--- config.mk ---
export PLATFORM = sky130hd
export DESIGN_NAME = rsz_ctrl
export DESIGN_NICKNAME = d
export VERILOG_FILES = /design/src/hdl/rsz_pkg.sv /design/src/hdl/rsz_ctrl.sv
export SDC_FILE = /design/constraint.sdc
export NUM_CORES = 1
export LEC_CHECK = 0
export ABC_AREA = 1
export BUFFER_PORTS_ARGS = -buffer_cell sky130_fd_sc_hd__buf_2
export CAP_MARGIN = 10
export CORE_UTILIZATION = 49
export CTS_BUF_LIST = sky130_fd_sc_hd__clkbuf_16
export DETAILED_ROUTE_END_ITERATION = 10
export PLACE_DENSITY = 0.76
export SLEW_MARGIN = 5
export SYNTH_ARGS = -nofsm -noshare
export SYNTH_HDL_FRONTEND = slang
export SYNTH_SLANG_ARGS = --single-unit
export TNS_END_PERCENT = 10
--- constraint.sdc ---
create_clock -name clk -period 1.48 [get_ports clk]
set_input_delay 0.222 -clock clk [delete_from_list [all_inputs] [get_ports clk]]
set_output_delay 0.222 -clock clk [all_outputs]
set_load 0.02 [all_outputs]
--- src/hdl/rsz_pkg.sv ---
// rsz_pkg: shared types, widths and constants of the bilinear resize block
// no dependencies; imported by every module of the block
package rsz_pkg;

    // fixed-point format
    localparam int FRAC_BITS    = 10;
    localparam int WEIGHT_SHIFT = 12;
    localparam int SUM_SHIFT    = 8;
    localparam logic [FRAC_BITS-1:0] FRAC_MASK = FRAC_BITS'((1 << FRAC_BITS) - 1);

    // field widths
    localparam int SIZE_SRC_W = 9;
    localparam int SIZE_DST_W = 13;
    localparam int COORD_W    = 12;
    localparam int SADDR_W    = 16;
    localparam int PIX_W      = 24;
    localparam int CH_W       = 8;
    localparam int CFG_IDX_W  = 2;
    localparam int CFG_DATA_W = 13;

    // step ratio, source position, neighbour address, accumulator and divider count widths
    localparam int STEP_W      = SIZE_SRC_W + FRAC_BITS;
    localparam int POS_W       = SIZE_SRC_W + FRAC_BITS;
    localparam int ADDR_CALC_W = 2 * SIZE_SRC_W + 1;
    localparam int ACC_W       = 2 * CH_W + 2;
    localparam int DIV_CNT_W   = $clog2(STEP_W + 1);

    // neighbour sequencing
    localparam int NEIGHBOURS = 4;
    localparam int NB_W       = $clog2(NEIGHBOURS);
    localparam logic [NB_W-1:0] NB_LAST = NB_W'(NEIGHBOURS - 1);

    // reset geometry and the step ratio it implies
    localparam int RESET_SRC_SIZE = 256;
    localparam int RESET_DST_SIZE = 256;
    localparam logic [STEP_W-1:0] STEP_RESET =
        STEP_W'((RESET_SRC_SIZE << FRAC_BITS) / RESET_DST_SIZE);

    // configuration register indexes
    typedef enum logic [CFG_IDX_W-1:0] {
        CFG_SRC_WIDTH  = 2'd0,
        CFG_SRC_HEIGHT = 2'd1,
        CFG_DST_WIDTH  = 2'd2,
        CFG_DST_HEIGHT = 2'd3
    } cfg_idx_t;

    // request kinds
    localparam logic REQ_WRITE = 1'b0;
    localparam logic REQ_QUERY = 1'b1;

    // controller to datapath commands
    typedef struct packed {
        logic            load_query;
        logic            calc_mul;
        logic            calc_base;
        logic            calc_addr;
        logic            wr_en;
        logic            rd_en;
        logic [NB_W-1:0] rd_sel;
        logic            mac_en;
        logic            out_load;
    } rsz_cmd_t;

    // datapath to controller status
    typedef struct packed {
        logic div_busy;
        logic coord_bad;
        logic addr_bad;
        logic out_free;
    } rsz_status_t;

endpackage

--- src/hdl/rsz_ctrl.sv ---
// rsz_ctrl: state machine that sequences writes and queries through the datapath
// depends on rsz_pkg
module rsz_ctrl
    import rsz_pkg::*;
(
    input  logic        clk,
    input  logic        rst_n,
    input  logic        in_valid,
    input  logic        req_type,
    output logic        in_stall,
    input  rsz_status_t status,
    output rsz_cmd_t    cmd
);

    typedef enum logic [6:0] {
        S_IDLE = 7'b0000001,
        S_MUL  = 7'b0000010,
        S_BASE = 7'b0000100,
        S_ADDR = 7'b0001000,
        S_READ = 7'b0010000,
        S_MAC  = 7'b0100000,
        S_OUT  = 7'b1000000
    } state_t;

    state_t          state_reg;
    state_t          state_next;
    logic [NB_W-1:0] nb_cnt_reg;
    logic [NB_W-1:0] nb_cnt_next;
    logic            in_accept;

    // input side takes requests only when idle and the step ratios are settled
    assign in_stall  = (state_reg != S_IDLE) || status.div_busy;
    assign in_accept = in_valid && !in_stall;

    // next state and commands
    always_comb
    begin
        state_next  = state_reg;
        nb_cnt_next = nb_cnt_reg;
        cmd         = '0;
        unique case (state_reg)
            S_IDLE:
            begin
                if (in_accept)
                begin
                    if (req_type == REQ_QUERY)
                    begin
                        cmd.load_query = 1'b1;
                        state_next     = S_MUL;
                    end
                    else
                    begin
                        cmd.wr_en = 1'b1;
                    end
                end
            end
            S_MUL:
            begin
                cmd.calc_mul = 1'b1;
                state_next   = S_BASE;
            end
            S_BASE:
            begin
                cmd.calc_base = 1'b1;
                state_next    = status.coord_bad ? S_OUT : S_ADDR;
            end
            S_ADDR:
            begin
                cmd.calc_addr = 1'b1;
                nb_cnt_next   = '0;
                state_next    = status.addr_bad ? S_OUT : S_READ;
            end
            S_READ:
            begin
                cmd.rd_en  = 1'b1;
                cmd.rd_sel = nb_cnt_reg;
                cmd.mac_en = (nb_cnt_reg != '0);
                if (nb_cnt_reg == NB_LAST)
                begin
                    state_next = S_MAC;
                end
                else
                begin
                    nb_cnt_next = nb_cnt_reg + NB_W'(1);
                end
            end
            S_MAC:
            begin
                cmd.mac_en = 1'b1;
                state_next = S_OUT;
            end
            S_OUT:
            begin
                if (status.out_free)
                begin
                    cmd.out_load = 1'b1;
                    state_next   = S_IDLE;
                end
            end
            default:
            begin
                state_next = S_IDLE;
            end
        endcase
    end

    // state registers
    always_ff @(posedge clk or negedge rst_n)
    begin
        if (!rst_n)
        begin
            state_reg  <= S_IDLE;
            nb_cnt_reg <= '0;
        end
        else
        begin
            state_reg  <= state_next;
            nb_cnt_reg <= nb_cnt_next;
        end
    end

endmodule

**After elaboration in Yosys (flattened, before gate mapping)**

Cells that the tools add are included.

- Bits in registers: 9
- Bits of input ports: 8
- Output and inout bits: 11

- $add $sub $neg: 1
- Eq/ne operators: 14
- Multiplexer cells: 22
- Reduce and logical (&&, ||, !) cells: 7

Operator list:

| kind | number |
|---|---|
| one-hot mux 7 bit (7 select lines) | 1 |
| two-way mux 7 bit | 6 |
| two-way mux 1 bit | 11 |
| != test 2 bit (second input constant) | 5 |
| == test 7 x 1 -> 1 bit (second input constant) | 1 |
| == test 7 x 2 -> 1 bit (second input constant) | 1 |
| == test 7 x 3 -> 1 bit (second input constant) | 1 |
| == test 7 x 4 -> 1 bit (second input constant) | 1 |
| == test 7 x 5 -> 1 bit (second input constant) | 1 |
| == test 7 x 6 -> 1 bit (second input constant) | 1 |
| == test 7 bit (second input constant) | 1 |
| != test 7 x 1 -> 1 bit (second input constant) | 1 |
| one-hot mux 2 bit (2 select lines) | 1 |
| AND reduction 4 bit | 1 |
| nonzero test 2 bit | 2 |
| two-way mux 3 bit | 1 |
| adder 2 x 1 -> 2 bit (second input constant) | 1 |
| == test 2 bit (second input constant) | 1 |
| two-way mux 2 bit | 1 |
| one-hot mux 1 bit (2 select lines) | 1 |
| AND reduction 2 bit | 1 |
| logical AND 1 bit | 1 |
| zero test 1 bit | 1 |
| logical OR 1 bit | 1 |

**Longest topological paths before layout**

- Depth in word-level cells: 6
- Gate-level depth with buffers: 9

**Worst setup path before layout**

Ideal clock, no wire load.

- Kind: reg2out
- From: reg state_reg[1]
- To: out cmd[1] (netlist bit)
- Data arrival time: 1.356 ns
- Setup slack: -0.098 ns
- Stages on the path, launching flop included: 6
- Path through: dfrtp_1 nor2_2 nand2_4 nor2_8 inv_2 o21ai_0

RTL lines:

| element | RTL line | RTL |
|---|---|---|
| start: declaration | rsz_ctrl.sv:25 | `state_t state_reg;` |
| start signal: assignment | rsz_ctrl.sv:117 | `state_reg <= state_next;` |
| end: declaration | rsz_ctrl.sv:12 | `output rsz_cmd_t cmd` |

==> reports/metrics.yaml <==
seq_area_frac_synth: 0.348
core_area_mm2: 0.00117
ys.warnings.count: 0
reg2reg_to: "state_reg[0]"
dp_cells: 122
drive_gt1_frac: 0.416
ys_seq_elements: 9
setup_violations: 7
max_cap_violations: 0
status: "finished, violations left"
stdcell_count: 127
p_int_uw: 817
initialDrtViolationCount: 14
cts_tree: "yes"
swShare: 0.349
cts_made_buffers: 3
die_x_um: 38.4
nets: 124
p_seq_frac: 0.267
crit_path_top_delay_cell: "dfstp_2"
grt_max_degree: 10
dpl.hpwl_mm: 1.01
gp_congestion: 0.821
ys_async_sr_fraction: 1.00
syn_nets: 98
synth_top_cell_by_area: "dfrtp_1"
drcViolationCount: 0
max_stage_delay_ns: 0.56
min_from: "status[2]"
hold_violations: 0
period_needed_ns: 1.69
worstReg2RegStart: "state_reg[0]"
tightest_slew_ns: 0.238
holdWs_ns: 0.159
synth_top_area_share: 0.308
crit_top_cell: "nor2_1"
largest_reg_flops: 7
drv_slew: 0
rsz0062_at_grt: "true"
synth.avg_cell_area_um2: 7.39
avgViaCountPerCell: 4.98
power_uw: 1250
ff2ff_path_depth: 10
p_leak_uw: 0.000499
start_util: 0.556
cts_sinks: 9
syn_inst: 88
holdPathStages: 2
antenna_left: 0
p_switching_uw: 438
post-route-period-util: 1.14
via_count: 632
clkPwrFrac: 0.371
grt_usage: 0.225
cp_max_fo: 3
synthFlopType: "dfrtp_1"
relSlewSlack: 0.840
finClkSkew_ns: 0.000893
fp.dieArea_mm2: 0.00148
irDropWorstVdd_mv: 0.961
ff2ff_setup_slack_ns: 0.04
port_buffers: 18
antenna_cells: 0
ys_top_cells_by_area: "dfrtp_1 31%, inv_1 9.8%, nor2_1 9.8%"
end_kind: "output port"
grt.busiest_layer: "met2"
syn_to_final_growth_pct: 38.3
wl_per_cell_um: 11.3
postCtsSetupBuffers: 0
grt_util_met1: 0.241
synthesis.area_um2: 651
cts_max_level: 1
power-per-cell-area_mw_per_mm2: 1390
power_frac_comb: 0.361
fmax_ghz: 0.592
ys_types: 21
clockBufferDepth: 2
synth-edff-count: 0
cp_data_required_time_ns: 1.26
path_cells: "inv_2 -> nor2_1 -> nand2_1 -> nor2_4 -> nand3_2 -> nor2_1 -> buf_4"
grt_pass1_wl_mm: 2.16
ios: 19
grt-ovfl-total: 0
fin_ws_ns: -0.208
wl_mm: 1.43
path_clk_slew_ns: 0.04
critical_path_class: "flip-flop to output port"
violations: "negative setup slack"
holdPathEnd: "state_reg[3]"
synthTopCellsByCount: "17 x inv_1, 17 x nor2_1, 14 x nand2_1"
grt_pass1_vias: 556
cp_data_arrival_time_ns: 1.47
use_met2: 0.411
pre_cts_slack_ns: 0.0315
hold_path.class: "primary input to flip-flop"
start_kind: "flip-flop"
antenna_found_initial: 0
rows: 12
die_h_um: 38.4
globalRouteMet3Util: 0.0523
clock_latency_ns: 0.23
cts-root-buf: "clkbuf_16"
final_core_util: 0.768
dr.pass1.iters: 4
==> metrics by stage <==
stage               area (um2)  setup TNS (ns)
global route               900           -1.35
floorplan                  651               0
CTS                        872          -0.977
finish                     900          -0.846
global placement           773               0
detailed placement         773               0
==> cell families (layout without fill, tap and decap cells) <==
kind of cell | Yosys count | count (layout) | share of synthesized area
simple gates | 52 | 52 | 0.450
buf+inv | 20 | 45 | 0.115
flops | 9 | 9 | 0.348
compound gates | 5 | 5 | 0.0481
fa+ha+maj | 2 | 2 | 0.0385
==> cell usage in the layout (no fill, tap or decap), drive strengths merged <==
master / netlist / layout
ha: 2 / 2
nand4: 1 / 1
o21ai: 4 / 4
buf: 0 / 20
dlygate4sd3: 0 / 1
nor2: 22 / 22
nand3: 8 / 8
inv: 20 / 21
and3: 1 / 1
nand2: 18 / 18
dfrtp: 8 / 8
dfstp: 1 / 1
clkbuf: 0 / 3
o21bai: 1 / 1
nor3: 2 / 2
==> power by group through the flow <==
| stage | registers, uW | logic, uW | clock network [uW] |
|---|---|---|---|
| floorplan | 324 | 308 | 0 |
| finish | 335 | 453 | 466 |
| detailed placement | 328 | 406 | 0 |
| global route | 338 | 492 | 492 |
| CTS | 329 | 429 | 471 |
| global placement | 326 | 402 | 0 |
==> timing repair <==
action / in CTS / in global routing
gates resized for setup: 4 / 11
hold buffers: 1 / 0
endpoints found under the setup margin: 9 / 11
endpoints found under the hold margin: 8 / 0
pin swaps: 1 / 2
==> layout make-up <==
class | instances | area, um2
Timing Repair Buffer | 21 | 133
Sequential cell | 9 | 226
Fill cell | 87 | 272
Multi-Input combinational cell | 59 | 369
Tap cell | 14 | 17.5
Clock buffer | 3 | 75.1
Inverter | 20 | 75.1
Clock inverter | 1 | 3.75
==> how the worst max path moves through the flow <==
stage          slack [ns]         start  depth (start not counted)      to
2_1_floorplan       0.004  state_reg[0]                          6  cmd[5]
3_3_place_gp          0.1  state_reg[0]                          7  cmd[9]
3_5_place_dp         0.03  state_reg[0]                          7  cmd[9]
6_report            -0.21  state_reg[0]                          7  cmd[9]
4_1_cts             -0.18  state_reg[0]                          7  cmd[9]
5_1_grt             -0.27  state_reg[0]                          7  cmd[5]
==> per-layer routing <==
layer	vias to the layer above	routed length, um
met3	4	57
met1	288	592
met5	-	0
met4	0	28
li1	319	-
met2	21	756
==> worst max-delay path: cells and delay by family (launching register included) <==
family	cells	cell delay, ns
buffers and inverters	2	0.20
flip-flops	1	0.56
AND/OR/NAND/NOR	5	0.47
Power figures use the tool's default switching activity.
